**src/sv/utcp_pkg.sv**
```systemverilog
// Package for the text command parser: line store size, command codes, parser states.
// No dependencies.
package utcp_pkg;
    localparam int LINE_MAX = 64;
    localparam int AW = $clog2(LINE_MAX);

    typedef enum logic [1:0] {
        KIND_BRIGHT = 2'd0,
        KIND_COLOR  = 2'd1,
        KIND_DISP   = 2'd2
    } t_kind;

    typedef enum logic [3:0] {
        ST_IDLE,
        ST_HDR,
        ST_BWS,
        ST_BSIGN,
        ST_BDIG,
        ST_CSP,
        ST_DSP1,
        ST_DSP2,
        ST_OUT
    } t_state;

    typedef struct packed {
        t_kind      kind;
        logic [7:0] brightness;
        logic [2:0] color;
        logic [7:0] left;
        logic [7:0] right;
    } t_result;

    function automatic logic [7:0] upcase(input logic [7:0] c);
        if (c >= 8'h61 && c <= 8'h7A) begin
            return c - 8'h20;
        end
        return c;
    endfunction

    function automatic logic [2:0] color_bits(input logic [7:0] c);
        logic [7:0] u;
        u = upcase(c);
        case (u)
            8'h52:   return 3'd1;
            8'h47:   return 3'd2;
            8'h42:   return 3'd4;
            8'h43:   return 3'd6;
            8'h4D:   return 3'd5;
            8'h59:   return 3'd3;
            8'h57:   return 3'd7;
            default: return 3'd0;
        endcase
    endfunction
endpackage

```
**src/sv/utcp_line_ram.sv**
```systemverilog
// Line store: one-write, one-read synchronous RAM with registered read data.
// Depends on utcp_pkg.
module utcp_line_ram (
    input  logic                    i_clk,
    input  logic                    i_we,
    input  logic [utcp_pkg::AW-1:0] i_waddr,
    input  logic [7:0]              i_wdata,
    input  logic [utcp_pkg::AW-1:0] i_raddr,
    output logic [7:0]              o_rdata
);
    logic [7:0] r_mem [utcp_pkg::LINE_MAX];

    always_ff @(posedge i_clk) begin
        if (i_we) begin
            r_mem[i_waddr] <= i_wdata;
        end
        o_rdata <= r_mem[i_raddr];
    end
endmodule

```
**src/sv/utcp_parser.sv**
```systemverilog
// Line parser: walks the line store one byte a cycle, bar a re-read bubble; builds the result.
// Depends on utcp_pkg.
module utcp_parser (
    input  logic                    i_clk,
    input  logic                    i_rst_n,
    input  logic                    i_start,
    input  logic [utcp_pkg::AW-1:0] i_len,
    input  logic [7:0]              i_limit,
    output logic [utcp_pkg::AW-1:0] o_raddr,
    input  logic [7:0]              i_rdata,
    output logic                    o_done,
    output logic                    o_hit,
    output utcp_pkg::t_result       o_res,
    output logic                    o_busy
);
    localparam int AW = utcp_pkg::AW;

    utcp_pkg::t_state r_st, n_st;
    logic [AW:0]  r_pos, n_pos;     // position of the byte in i_rdata
    logic [AW-1:0] r_len, n_len;    // length of the line being walked
    logic [3:0]   r_mb, n_mb;       // header match flags: B, BRIGHTNESS; upper bits unused
    logic [8:0]   r_val, n_val;
    logic         r_dig, n_dig;
    logic         r_neg, n_neg;
    logic [7:0]   r_left, n_left;
    logic         r_hit, n_hit;
    utcp_pkg::t_result r_res, n_res;
    logic [3:0]   r_mc, n_mc;       // C, COLOR, D, SSD
    logic         have;
    logic [7:0]   c;
    logic [AW:0]  rpos;
    logic [12:0]  v10;

    assign c    = i_rdata;
    assign have = r_pos < {1'b0, r_len};
    assign o_raddr = rpos[AW-1:0];
    assign o_done = (r_st == utcp_pkg::ST_OUT);
    assign o_hit  = r_hit;
    assign o_res  = r_res;
    assign o_busy = (r_st != utcp_pkg::ST_IDLE);
    assign v10 = {4'd0, r_val} * 13'd10 + {9'd0, c[3:0]};

    // header words, first character in the top byte
    function automatic logic [7:0] hdr(input logic [2:0] k, input logic [AW:0] p);
        logic [87:0] w;
        case (k)
            3'd0:    w = {"B ", 72'd0};
            3'd1:    w = "BRIGHTNESS ";
            3'd2:    w = {"C ", 72'd0};
            3'd3:    w = {"COLOR ", 40'd0};
            3'd4:    w = {"SSD", 64'd0};
            default: w = '0;
        endcase
        if (p < 11) begin
            return w[8*(10 - int'(p)) +: 8];
        end
        return 8'h00;
    endfunction

    always_ff @(posedge i_clk) begin
        if (!i_rst_n) begin
            r_st <= utcp_pkg::ST_IDLE;
        end else begin
            r_st <= n_st;
        end
        r_pos <= n_pos; r_mb <= n_mb; r_mc <= n_mc; r_val <= n_val;
        r_dig <= n_dig; r_neg <= n_neg; r_left <= n_left; r_hit <= n_hit;
        r_res <= n_res; r_len <= n_len;
    end

    always_comb begin
        n_st = r_st; n_pos = r_pos; n_mb = r_mb; n_mc = r_mc; n_val = r_val;
        n_dig = r_dig; n_neg = r_neg; n_left = r_left; n_hit = r_hit; n_res = r_res;
        n_len = r_len;
        rpos = r_pos + 1'b1;
        unique case (r_st)
            utcp_pkg::ST_IDLE: begin
                rpos = '0;
                if (i_start) begin
                    n_st = utcp_pkg::ST_HDR; n_pos = '0; n_len = i_len;
                    n_mb = 4'hF; n_mc = 4'hF; n_hit = 1'b0;
                    n_res = '0; n_val = '0; n_dig = 1'b0; n_neg = 1'b0;
                end
            end
            utcp_pkg::ST_HDR: begin
                // header compare over the first 11 bytes; a short line fails pending words
                if (!(have && c == hdr(3'd0, r_pos)) && r_pos < 2)  n_mb[0] = 1'b0;
                if (!(have && c == hdr(3'd1, r_pos)) && r_pos < 11) n_mb[1] = 1'b0;
                if (!(have && c == hdr(3'd2, r_pos)) && r_pos < 2)  n_mc[0] = 1'b0;
                if (!(have && c == hdr(3'd3, r_pos)) && r_pos < 6)  n_mc[1] = 1'b0;
                if (!(have && c == 8'h44) && r_pos == 0)            n_mc[2] = 1'b0;
                if (!(have && c == hdr(3'd4, r_pos)) && r_pos < 3)  n_mc[3] = 1'b0;
                n_pos = r_pos + 1'b1;
                if (r_pos == 10) begin
                    // B wins, then C, then D; resume at each word's end
                    if (n_mb[0] || n_mb[1]) begin
                        n_st = utcp_pkg::ST_BWS;
                        n_pos = n_mb[0] ? (AW+1)'(2) : (AW+1)'(11);
                    end else if (n_mc[0] || n_mc[1]) begin
                        n_st = utcp_pkg::ST_CSP;
                        n_pos = n_mc[0] ? (AW+1)'(2) : (AW+1)'(6);
                    end else if (n_mc[2] || n_mc[3]) begin
                        n_st = utcp_pkg::ST_DSP1;
                        n_pos = n_mc[2] ? (AW+1)'(1) : (AW+1)'(3);
                    end else begin
                        n_st = utcp_pkg::ST_OUT;
                    end
                    rpos = n_pos;
                end
            end
            utcp_pkg::ST_BWS: begin
                n_pos = r_pos + 1'b1;
                if (!(have && (c == 8'h20 || (c >= 8'h09 && c <= 8'h0D)))) begin
                    if (have && (c == 8'h2B || c == 8'h2D)) begin
                        n_neg = (c == 8'h2D);
                    end else begin
                        n_pos = r_pos; rpos = r_pos + 1'b1;
                    end
                    n_st = utcp_pkg::ST_BDIG;
                    if (n_pos == r_pos) begin
                        // reuse current byte: hold address on it
                        rpos = r_pos;
                        n_st = utcp_pkg::ST_BSIGN;
                    end
                end
            end
            utcp_pkg::ST_BSIGN: begin
                // bubble state to re-read the current byte
                n_st = utcp_pkg::ST_BDIG;
                rpos = r_pos;
            end
            utcp_pkg::ST_BDIG: begin
                n_pos = r_pos + 1'b1;
                if (have && c >= 8'h30 && c <= 8'h39) begin
                    n_dig = 1'b1;
                    n_val = (v10 > 13'd256) ? 9'd256 : v10[8:0];
                end else begin
                    n_st = utcp_pkg::ST_OUT;
                    n_res.kind = utcp_pkg::KIND_BRIGHT;
                    n_res.brightness = r_val[7:0];
                    n_hit = r_dig && !(r_neg && r_val != 0) && r_val <= {1'b0, i_limit};
                end
            end
            utcp_pkg::ST_CSP: begin
                n_pos = r_pos + 1'b1;
                if (!(have && c == 8'h20)) begin
                    n_st = utcp_pkg::ST_OUT;
                    n_res.kind = utcp_pkg::KIND_COLOR;
                    n_res.color = have ? utcp_pkg::color_bits(c) : 3'd0;
                    n_hit = have && n_res.color != 0;
                end
            end
            utcp_pkg::ST_DSP1: begin
                n_pos = r_pos + 1'b1;
                if (!(have && c == 8'h20)) begin
                    n_left = utcp_pkg::upcase(c);
                    n_st = have ? utcp_pkg::ST_DSP2 : utcp_pkg::ST_OUT;
                end
            end
            utcp_pkg::ST_DSP2: begin
                n_pos = r_pos + 1'b1;
                if (!(have && c == 8'h20)) begin
                    n_st = utcp_pkg::ST_OUT;
                    n_hit = 1'b1;
                    n_res.kind = utcp_pkg::KIND_DISP;
                    n_res.left = r_left;
                    n_res.right = have ? utcp_pkg::upcase(c) : r_left;
                end
            end
            utcp_pkg::ST_OUT: begin
                n_st = utcp_pkg::ST_IDLE;
            end
            default: n_st = utcp_pkg::ST_IDLE;
        endcase
    end
endmodule

```
**src/sv/uart_text_command_parser.sv**
```systemverilog
// Top level of the text command parser: byte intake, line length, output register.
// Depends on utcp_pkg, utcp_line_ram, utcp_parser.
//
// Usage:
//  - Input channel i_valid/o_stall carries one received byte (i_rx_byte) per
//    transaction. Ordinary bytes are written into the line store.
//  - CR or LF ends the line. A non-empty line is parsed by walking the store
//    one byte a cycle through the RAM read port, but for a bubble where a
//    byte is re-read: the 11 header bytes first, then the arguments. Input
//    stalls while the walk runs.
//  - A recognized command gives one transaction on o_valid/i_stall with
//    o_cmd_kind, o_brightness, o_color_code, o_left_code, o_right_code,
//    registered from the result when the walk ends; fields not used by the
//    kind read 0. Other lines give nothing.
//  - The result sits in an output register; a stalled result holds and the
//    next byte is still taken, but a new line end waits until it leaves.
//  - Config channel i_cfg_valid/o_cfg_ready writes brightness_limit, always
//    ready. Reset sets it to 25 and empties the line; store content is
//    left as is and a byte is never used before being written.
//  - A byte other than CR or LF that arrives with LINE_MAX-1 bytes stored drops the line.
module uart_text_command_parser (
    input  logic       i_clk,
    input  logic       i_rst_n,
    input  logic       i_valid,
    output logic       o_stall,
    input  logic [7:0] i_rx_byte,
    output logic       o_valid,
    input  logic       i_stall,
    output logic [1:0] o_cmd_kind,
    output logic [7:0] o_brightness,
    output logic [2:0] o_color_code,
    output logic [7:0] o_left_code,
    output logic [7:0] o_right_code,
    input  logic       i_cfg_valid,
    output logic       o_cfg_ready,
    input  logic [7:0] i_cfg_data
);
    localparam int AW = utcp_pkg::AW;

    logic [7:0]    r_limit;
    logic [AW-1:0] r_len;
    logic          r_oval;
    utcp_pkg::t_result r_out;
    logic          acc, eol, busy, done, hit, start;
    logic [AW-1:0] raddr;
    logic [7:0]    rdata;
    utcp_pkg::t_result res;

    assign o_cfg_ready = 1'b1;
    assign eol   = (i_rx_byte == 8'h0D) || (i_rx_byte == 8'h0A);
    // line end waits for a free output register
    assign o_stall = busy || (eol && r_oval);
    assign acc   = i_valid && !o_stall;
    assign start = acc && eol && (r_len != 0);

    always_ff @(posedge i_clk) begin
        if (!i_rst_n) begin
            r_limit <= 8'd25;
            r_len   <= '0;
            r_oval  <= 1'b0;
        end else begin
            if (i_cfg_valid) begin
                r_limit <= i_cfg_data;
            end
            if (acc) begin
                if (eol || r_len == AW'(utcp_pkg::LINE_MAX - 1)) begin
                    r_len <= '0;
                end else begin
                    r_len <= r_len + 1'b1;
                end
            end
            if (done && hit) begin
                r_oval <= 1'b1;
            end else if (!i_stall) begin
                r_oval <= 1'b0;
            end
        end
        if (done && hit) begin
            r_out <= res;
        end
    end

    utcp_line_ram u_ram (
        .i_clk   (i_clk),
        .i_we    (acc && !eol && r_len != AW'(utcp_pkg::LINE_MAX - 1)),
        .i_waddr (r_len),
        .i_wdata (i_rx_byte),
        .i_raddr (raddr),
        .o_rdata (rdata)
    );

    utcp_parser u_parse (
        .i_clk   (i_clk),
        .i_rst_n (i_rst_n),
        .i_start (start),
        .i_len   (r_len),
        .i_limit (r_limit),
        .o_raddr (raddr),
        .i_rdata (rdata),
        .o_done  (done),
        .o_hit   (hit),
        .o_res   (res),
        .o_busy  (busy)
    );

    assign o_valid      = r_oval;
    assign o_cmd_kind   = r_out.kind;
    assign o_brightness = r_out.brightness;
    assign o_color_code = r_out.color;
    assign o_left_code  = r_out.left;
    assign o_right_code = r_out.right;
endmodule
```
**config.mk**
```make
export PLATFORM = sky130hd
export DESIGN_NAME = uart_text_command_parser
export DESIGN_NICKNAME = d
export VERILOG_FILES = /design/src/sv/utcp_pkg.sv /design/src/sv/utcp_line_ram.sv /design/src/sv/utcp_parser.sv /design/src/sv/uart_text_command_parser.sv
export SDC_FILE = /design/constraint.sdc
export NUM_CORES = 1
export LEC_CHECK = 0
export ABC_AREA = 1
export BUFFER_PORTS_ARGS = -buffer_cell sky130_fd_sc_hd__buf_2
export CAP_MARGIN = 20
export CORE_MARGIN = 3
export CORE_UTILIZATION = 55
export DETAILED_ROUTE_END_ITERATION = 16
export PLACE_DENSITY = 0.71
export SYNTH_ARGS = -nofsm -noshare
export SYNTH_HDL_FRONTEND = slang
export SYNTH_SLANG_ARGS = --single-unit
```
**constraint.sdc**
```tcl
create_clock -name i_clk -period 4.4 [get_ports i_clk]
set_clock_uncertainty 0.2 [all_clocks]
set_input_delay 0.88 -clock i_clk [delete_from_list [all_inputs] [get_ports i_clk]]
set_output_delay 0.88 -clock i_clk [all_outputs]
set_load 0.05 [all_outputs]
```
# Yosys cells after proc, flatten, opt, wreduce, memory -nomap -nowiden
# Memory sizes are Yosys's and may differ from the RTL's. A register that Yosys moved wholly into a read port is not among the register bits.
# Index checks and enable logic that the tools add are counted.
dict set report totals {
  regBits 116
  ramBits 512
  inputBits 21
  output_inout_bits 32
  elab_cells 274
  memories 1
}
# memory words width read_ports rd_clocked_by_memory_dff write_ports line
set mem_list {}
lappend mem_list {u_ram.r_mem 64 8 1 1 1 utcp_line_ram.sv:11} ;# logic [7:0] r_mem [utcp_pkg::LINE_MAX];
dict set report classes {
  n_addsub 5
  multipliers 1
  order_cmp 13
  n_eq_ne 41
  shift 5
  n_mux 111
  bitwise 1
  n_reduce_logical 73
}
# operator count
set op_table {}
lappend op_table {{$mux W88} 5}
lappend op_table {{$shiftx A88 B32 Y8} 5}
lappend op_table {{$mux W8} 22}
lappend op_table {{$eq A8 B7 Y1 const B} 8}
lappend op_table {{$mux W7} 9}
lappend op_table {{$mux W4} 12}
lappend op_table {{$eq A8 B8 Y1} 5}
lappend op_table {{$pmux W16 S2} 1}
lappend op_table {{$logic_and A1 B1 Y1} 30}
lappend op_table {{$mux W1} 30}
lappend op_table {{$mux W29} 1}
lappend op_table {{$pmux W4 S7} 1}
lappend op_table {{$pmux W7 S4} 1}
lappend op_table {{$mux W9} 3}
lappend op_table {{$eq A8 B6 Y1 const B} 3}
lappend op_table {{$pmux W6 S4} 1}
lappend op_table {{$pmux W3 S7} 1}
lappend op_table {{$mux W3} 6}
lappend op_table {{$mux W6} 3}
lappend op_table {{$pmux W9 S2} 1}
lappend op_table {{$eq A4 B3 Y1 const B} 4}
lappend op_table {{$eq A8 B4 Y1 const B} 2}
lappend op_table {{$mux W16} 1}
lappend op_table {{$pmux W8 S2} 1}
lappend op_table {{52 further kinds} 94}

# Longest topological paths before layout
# Gate-level depths: netlist of the first run.
dict set report logic_depth {
  ltp_word 18
  ltp_mapped 33
  mapped_depth_nobuf 30
}

# Cells and area by module
# A second synthesis of the first run with hierarchy kept.
dict set report unflattened {
  hier_cells 2690
  area_unflattened_um2 28523.6
}
# module n_inst cells_per_inst area_each_um2 seq_area_each_um2
set by_module_without_submodules {}
lappend by_module_without_submodules {utcp_line_ram 1 1822 21291.7 15534.9}
lappend by_module_without_submodules {utcp_parser 1 717 5551.6 2122.0}
lappend by_module_without_submodules {uart_text_command_parser 1 151 1680.4 1171.1}

# Least setup slack after synthesis of the first run
# Ideal clock, no wire load.
dict set report synth_timing {
  path_type {input to register}
  startpoint {in i_rx_byte[2]}
  endpoint {reg u_parse.r_res, in the netlist u_parse.o_res[0] (enable)}
  setup_time_ns 0.397
  t_arrival_ns 3.152
  required_ns 3.803
  path_slack_ns 0.652
  path_stages 9
  n_path_buf 0
  path_cell_list {a21oi_1 > nor2_1 > nand2_1 > inv_1 > nand2_1 > nand3_1 > nor3_1 > inv_1 > a22oi_1}
}
dict set report synth_via {
  elab_chain_cells 10
  word_cells_on_any_way 11
  classes_between {eq/ne: 3; reduce/logical: 8}
}
# element line
set synth_lines {}
lappend synth_lines {{start: declaration} uart_text_command_parser.sv:26} ;# input logic [7:0] i_rx_byte,
lappend synth_lines {{$eq A8 B4 Y1} uart_text_command_parser.sv:50} ;# assign eol = (i_rx_byte == 8'h0D) || (i_rx_byte == 8'h0A);
lappend synth_lines {{$logic_or A1 B1 Y1 *} uart_text_command_parser.sv:50}
lappend synth_lines {{$logic_and A1 B1 Y1} uart_text_command_parser.sv:52} ;# assign o_stall = busy || (eol && r_oval);
lappend synth_lines {{$logic_or A1 B1 Y1} uart_text_command_parser.sv:52}
lappend synth_lines {{$logic_not A1 Y1} uart_text_command_parser.sv:53} ;# assign acc = i_valid && !o_stall;
lappend synth_lines {{$logic_and A1 B1 Y1} uart_text_command_parser.sv:53}
lappend synth_lines {{$logic_and A1 B1 Y1 * (2 in a row)} uart_text_command_parser.sv:54} ;# assign start = acc && eol && (r_len != 0);
lappend synth_lines {{$ne A2 B2 Y1 (no line) *} -}
lappend synth_lines {{$reduce_and A3 Y1 (no line) *} -}
lappend synth_lines {{end signal: assignment} utcp_parser.sv:68} ;# r_res <= n_res; r_len <= n_len;
lappend synth_lines {{end: declaration} utcp_parser.sv:27} ;# utcp_pkg::t_result r_res, n_res;
# Every way passes the cells marked *; elsewhere a longest branch is shown, timed or not.
# A chain may end at the register's enable or synchronous reset.

# Worst setup path in the final report of the first run
dict set report layout_timing {
  startpoint {reg u_parse.r_pos[0]}
  endpoint {reg u_ram.o_rdata[2], read port of u_ram.r_mem}
}
dict set report layout_via {
  elab_chain_cells 17
  word_cells_on_any_way 85
  classes_between {add/sub: 2; order compare: 5; eq/ne: 7; shift: 5; mux: 42; reduce/logical: 24}
}
# element line
set layout_lines {}
lappend layout_lines {{start: declaration} utcp_parser.sv:19} ;# logic [AW:0] r_pos, n_pos;
lappend layout_lines {{start signal: assignment} utcp_parser.sv:66} ;# r_pos <= n_pos; r_mb <= n_mb; r_mc <= n_mc; r_val <= n_val;
lappend layout_lines {{$sub A4 B7 Y8 or $lt A7 B4 Y1 (tied branches)} {utcp_parser.sv:55, utcp_parser.sv:54, utcp_parser.sv:88}}
lappend layout_lines {{$shiftx A88 B32 Y8 or $mux W1 (tied branches)} {utcp_parser.sv:55, utcp_parser.sv:54}}
lappend layout_lines {{$mux W8 or $mux W1 (tied branches)} {utcp_parser.sv:54, utcp_parser.sv:76}}
lappend layout_lines {{$mux W8} utcp_parser.sv:57} ;# return 8'h00;
lappend layout_lines {{$mux W8} utcp_parser.sv:76} ;# unique case (r_st)
lappend layout_lines {{$eq A8 B8 Y1} utcp_parser.sv:92} ;# if (!(have && c == hdr(3'd4, r_pos)) && r_pos < 3) n_mc[3] = 1'b0;
lappend layout_lines {{$logic_and A1 B1 Y1} utcp_parser.sv:92}
lappend layout_lines {{$logic_not A1 Y1} utcp_parser.sv:92}
lappend layout_lines {{$logic_and A1 B1 Y1} utcp_parser.sv:92}
lappend layout_lines {{$mux W1} utcp_parser.sv:92}
lappend layout_lines {{$mux W1} utcp_parser.sv:76}
lappend layout_lines {{$logic_or A1 B1 Y1} utcp_parser.sv:102} ;# end else if (n_mc[2] || n_mc[3]) begin
lappend layout_lines {{$mux W7} utcp_parser.sv:102}
lappend layout_lines {{$mux W7} utcp_parser.sv:99} ;# end else if (n_mc[0] || n_mc[1]) begin
lappend layout_lines {{$mux W7} utcp_parser.sv:96} ;# if (n_mb[0] || n_mb[1]) begin
lappend layout_lines {{$mux W7} utcp_parser.sv:94} ;# if (r_pos == 10) begin
lappend layout_lines {{$pmux W6 S4 *} utcp_parser.sv:76}
lappend layout_lines {{end: declaration} utcp_line_ram.sv:9} ;# output logic [7:0] o_rdata
# Every way passes the cells marked *; elsewhere a longest branch is shown, timed or not. The select of a mux whose other input is x is not followed.

==> results.yml, run 1 <==
synthesis:
  synth_common_cells: "704 x nand2_1, 609 x edfxtp_1, 571 x nand3_1, 263 x inv_1, 176 x nor2_1"
  ys_ff_latch: 636
  synth-seq-area-share_pct: 63.7
  synth.cell_area_sq_um: 29600
  async_flop_share_pct: 0
  synthTopCellsByArea: "edfxtp_1 62%, nand3_1 9.7%, nand2_1 8.9%"
  syn_avg_cell_area_sq_um: 10.2
  synth_flop_cell: "edfxtp_1"
  syn_inst: 2890
  ys_types: 51
  yosysTopAreaCell: "edfxtp_1"
  yosysTopAreaCellShare_pct: 61.9
  synth_nets: 2950
  synth.most_common_cell: "nand2_1"
  ys_warn_count: 0
  synth_edf_count: 609
worst_setup_path:
  rrSetupSlack_ns: 0.18
  r2r-start: "u_parse.r_pos[0]"
  critPathCaptureType: "register"
  crit_arrival_ns: 4.56
  cp_num_buf_inv: 6
  slowest_delay_ns: 0.48
  worst-r2r-cell-count: 28
  crit_top_cell: "nand3_1"
  required_ns: 4.74
  cp-start-kind: "register"
  crit_fanout: 19
  critPathKind: "reg2reg"
  crit_family: "simple AND/OR/NAND/NOR gates"
  r2r_end: "u_ram.o_rdata[2]"
  critPathSlowestCell: "edfxtp_1"
placed_design:
  port_buffers: 51
  dp_hpwl_um: 49500
  postPlaceCellArea_sq_um: 30800
  globalplace.congestion: 0.921
route:
  route.detailed.drc: 0
  vias: 22100
  dr.first_iter.drc_count: 2634
  dr.pass1.iters: 8
  finalWirelength_um: 81500
  antenna_left: 0
  wire_per_inst_um: 22.0
  via_per_inst: 5.96
layout:
  nets: 3028
  layout-drive-gt1-share_pct: 10.6
  areaGrowthSynthToFinish_pct: 13.3
  final_util_pct: 63.4
  final_area_sq_um: 33500
clock_network:
  cts_buffers: 68
  cts_sinks: 636
  clock_latency_ns: 0.61
  cts.path.max_buffers: 3
  cts_hold_buffers: 0
  cts_root_buffer: "clkbuf_16"
  htreeDepth: 3
  clk_pin_slew_ns: 0.06
  cts_tree: "yes"
die:
  num_io_pins: 53
  rows: 84
  die_x_um: 238
  dieHeight_um: 238
  start_util_pct: 55.9
  coreArea_sq_um: 52900
  dieArea_sq_um: 56600
timing:
  max_slew_margin_pct: 39.5
  maxSlewViolCount: 0
  fmaxAchievable_ghz: 0.237
  hold_ws_ns: 0.216
  tns_ns: 0
  setup_viol: 0
  worstMarginPinSlew_ns: 0.907
  fin_crit_sh_pct: 95.8
  hold_viol: 0
  layout_min_cycle_time_ns: 4.22
global_routing:
  antenna_found_initial: 0
  track_usage_pct: 28.1
  grt_max_degree: 76
  grt_pass1_vias: 21100
  grt_pass1_wl_um: 122000
  grt_overflow: 0
run_status:
  status: "finished clean"
power:
  p_per_area_nw_per_um2: 421
  p_leak_uw: 0.0133
  ir_worst_vdd_mv: 0.355
  finalPower_uw: 14100
min_path:
  hp-start: "u_parse.o_res[15]"
  hold-path-cell-count: 0
  worst_hold_path_type: "reg2reg"
  hold_end: "o_left_code[7]"
job:
  max_cap_viol_count: 0
-- worst max path at each step --
stage,depth (start not counted),start,end
floorplan,9,i_rx_byte[2],u_parse.o_res[0]
global placement,30,u_parse.r_pos[0],u_ram.o_rdata[4]
detailed placement,28,u_parse.r_pos[1],u_ram.o_rdata[4]
CTS,28,u_parse.r_pos[1],u_ram.o_rdata[4]
global route,25,u_parse.r_pos[0],u_ram.o_rdata[5]
finish,28,u_parse.r_pos[0],u_ram.o_rdata[2]
-- registers in the layout, indices dropped and copies added, names as in the netlist, 2 cells and up --
register,cells
r_len,6
u_parse.r_len,6
u_ram.o_rdata,8
u_parse.r_st,4
u_parse.r_mc,4
u_parse.r_val,9
u_ram.r_mem,512
r_limit,8
u_parse.r_left,8
u_parse.o_res,29
o_color_code,3
o_right_code,8
o_left_code,8
o_brightness,8
u_parse.r_mb,2
u_parse.r_pos,7
o_cmd_kind,2
-- stage by stage --
step,std cells,setup slack (ns)
global placement,3565,0.0859
detailed placement,3565,0.0180
CTS,3688,0.00356
floorplan,2890,0.652
finish,3710,0.185
global route,3709,-0.0353
-- layout by cell type (no fill, tap or decap), drive strengths merged, types with 3 or more instances in the layout --
master	count
xnor2	5
bufinv	7
nor3	23
nor4	4
a211oi	6
inv	274
dfxtp	27
nor2	183
ha	37
o2111ai	4
clkinv	30
a31oi	3
a21oi	56
nand3	573
nand2	713
o211ai	9
edfxtp	609
xor2	4
clkbuf	94
nand3b	112
nand4	21
buf	153
o21ai	55
-- cells by family after synthesis --
family / share of synthesized area, %
AND/OR/NAND/NOR: 25.2
flip-flops: 63.7
buffers and inverters: 6.29
AO/OA/AOI/OAI: 2.81
adder cells (fa/ha/maj): 1.70
XOR/XNOR: 0.267
other: 0.0127
-- layer usage --
metal	GRT usage [%]	up-vias	part of all wire (%)
met4	11.1	0	3.3
met2	45.5	1214	48
li1	-	10100	-
met5	0	-	0
met1	38.1	10600	39
met3	5.05	197	9.5
-- report_power, final --
| part | leakage (uW) | internal, uW | switching, uW |
|---|---|---|---|
| registers | 0.00579 | 6700 | 111 |
| logic | 0.00643 | 478 | 1130 |
| clock network | 0.00107 | 3340 | 2340 |
| total | 0.0133 | 10500 | 3580 |
-- timing repair --
| item | 4_1_cts | 5_1_grt |
|---|---|---|
| pin swaps | 0 | 7 |
| cloned | 0 | 7 |
| buffers inserted | 0 | 13 |
| gates resized for setup | 1 | 34 |
| endpoints found under the setup margin | 1 | 8 |
-- final cells by class --
cell class,instances,area (sq um)
well taps,688,861
clock buffers,87,1810
fillers,4212,19400
inverters,277,1050
clock inverters,36,380
flip-flops and latches,636,18800
diodes,1,2.50
multi-input cells,1825,9010
repair buffers,160,1550
-- worst register-to-register path, delay by kind of cell, from the launching register on --
family,cells,cell delay [ns]
fa+ha+maj,1,0.33
buf+inv,6,0.88
flops,1,0.48
simple gates,21,2.26
Note: power is estimated with default switching activity, not from simulation.
==> run 2: changes to the inputs <==
--- a/config.mk
+++ b/config.mk
@@ -10,6 +10,7 @@
 export CAP_MARGIN = 20
 export CORE_MARGIN = 3
 export CORE_UTILIZATION = 55
+export CTS_BUF_LIST = sky130_fd_sc_hd__clkbuf_8
 export DETAILED_ROUTE_END_ITERATION = 16
 export PLACE_DENSITY = 0.71
 export SYNTH_ARGS = -nofsm -noshare
==> results.yml, run 2 (synthesized netlist as in run 1, its figures left out) <==
global_routing:
  grt_pass1_wl_um: 123000
  grt_overflow: 0
  grt_most_used_layer: "met2"
  grt_pass1_vias: 21300
  use_met2_pct: 45.5
  antenna_found_initial: 2
  grt_util_met3_pct: 5.65
  grt_max_degree: 76
  grt_util_met1_pct: 37.8
  track_usage_pct: 28.1
die:
  die_x_um: 238
  dieArea_sq_um: 56600
  num_io_pins: 53
  coreArea_sq_um: 52900
  start_util_pct: 55.9
  dieHeight_um: 238
  rows: 84
clock_network:
  cts_hold_buffers: 0
  cts.path.max_buffers: 3
  clk_pin_slew_ns: 0.06
  cts_tree: "yes"
  cts_root_buffer: "clkbuf_8"
  htreeDepth: 3
  cts_buffers: 104
  cts_sinks: 636
  clock_latency_ns: 0.72
run_status:
  status: "finished clean"
worst_setup_path:
  crit_family: "simple AND/OR/NAND/NOR gates"
  cp_num_buf_inv: 6
  critPathCaptureType: "register"
  slowest_delay_ns: 0.48
  critPathSlowestCell: "edfxtp_1"
  required_ns: 4.83
  crit_fanout: 16
  cp-start-kind: "register"
  critPathKind: "reg2reg"
  crit_arrival_ns: 4.63
power:
  internal-power_uw: 9850
  pwr-share-clk_pct: 37.4
  p_leak_uw: 0.0134
  power_frac_comb_pct: 12.0
  swShare_pct: 26.8
  p_per_area_nw_per_um2: 403
  p_switching_uw: 3600
  power_frac_seq_pct: 50.6
  ir_worst_vdd_mv: 0.258
timing:
  worstMarginPinSlew_ns: 0.925
  fmaxAchievable_ghz: 0.238
  hold_viol: 0
  maxSlewViolCount: 0
  hold_ws_ns: 0.207
  layout_min_cycle_time_ns: 4.20
  fin_crit_sh_pct: 95.4
  max_slew_margin_pct: 38.3
  setup_viol: 0
route:
  via_per_inst: 5.89
  wire_per_inst_um: 21.7
  dr.pass1.iters: 6
  antenna_left: 0
  dr.first_iter.drc_count: 2680
  finalWirelength_um: 81800
  route.detailed.drc: 0
  vias: 22200
layout:
  layout-drive-gt1-share_pct: 12.0
  areaGrowthSynthToFinish_pct: 12.9
  fill_cells: 4244
  nets: 3070
  final_area_sq_um: 33400
  largest_register_ffs: 512
  top_register: "u_ram.r_mem"
  final_cell_mix: "699 x nand2_1, 609 x edfxtp_1, 558 x nand3_1, 281 x inv_1, 168 x nor2_1"
  layout_commonest_cell: "nand2_1"
placed_design:
  postPlaceCellArea_sq_um: 30800
  port_buffers: 51
  dp_hpwl_um: 49500
  globalplace.congestion: 0.921
job:
  max_cap_viol_count: 0
min_path:
  worst_hold_path_type: "in2reg"
==> run 2: cell count changes in the layout (fill, tap and decap cells not counted), moves of 4 or more <==
cell       change
clkinv_1      +10
inv_1         +20
clkbuf_16     -69
clkbuf_8     +108
clkbuf_1      -16
buf_4          +4
clkinv_2       +9
==> run 2: timing repair <==
| action | 4_1_cts | 5_1_grt |
|---|---|---|
| setup endpoints to repair | 1 | 8 |
| gates resized for setup | 2 | 38 |
| pin swaps | 0 | 5 |
| buffers inserted | 0 | 19 |
| gates cloned | 0 | 7 |
==> run 2: cell type report <==
class                           instances  area [sq um]  area share (%)
Antenna cell                            1          2.50         0.00750
Clock buffer                          110          1510            4.54
Clock inverter                         71           478            1.43
Inverter                              277          1050            3.13
Multi-Input combinational cell       1825          9020            27.0
Sequential cell                       636         18800            56.4
Tap cell                              688           861            2.58
Timing Repair Buffer                  166          1620            4.86
==> run 2: path summary, 6_finish.rpt <==
check	start	to	slack [ns]	cells past startpoint
hold reg to reg	u_parse.o_res[15]	o_left_code[7]	0.22	0
hold / removal	i_cfg_data[0]	r_limit[0]	0.21	3
setup reg to reg	u_parse.r_pos[0]	u_ram.o_rdata[5]	0.20	28
setup / recovery	u_parse.r_pos[0]	u_ram.o_rdata[5]	0.20	28
==> run 2: through the flow <==
step | TNS [ns] | worst slack, ns | instances | utilization [%] | power, uW
floorplan | 0 | 0.652 | 2890 | - | 7770
global placement | 0 | 0.0859 | 3565 | 58.4 | 8400
detailed placement | 0 | 0.0180 | 3565 | 58.4 | 8410
CTS | 0 | 0.0391 | 3746 | 62.1 | 13400
global route | -0.0948 | -0.0492 | 3774 | 63.1 | 13900
finish | 0 | 0.203 | 3774 | 63.1 | 13400
==> run 2: power groups by stage <==
stage               registers [uW]  logic (uW)  clock network, uW
floorplan                     6860         909                  0
global placement              6930        1460                  0
detailed placement            6930        1480                  0
CTS                           6810        1490               5080
global route                  6810        1740               5370
finish                        6810        1610               5030
==> run 2: tightest hold or removal path, cell delays in order <==
cell     delay, ns
buf_2         0.07
nand2_1       0.04
nand3_1       0.07
==> run 2: routing by layer <==
layer	vias to the layer above	routed length, um
met3	238	7520
met5	-	0
li1	10200	-
met2	1200	39000
met1	10600	32200
met4	0	3130
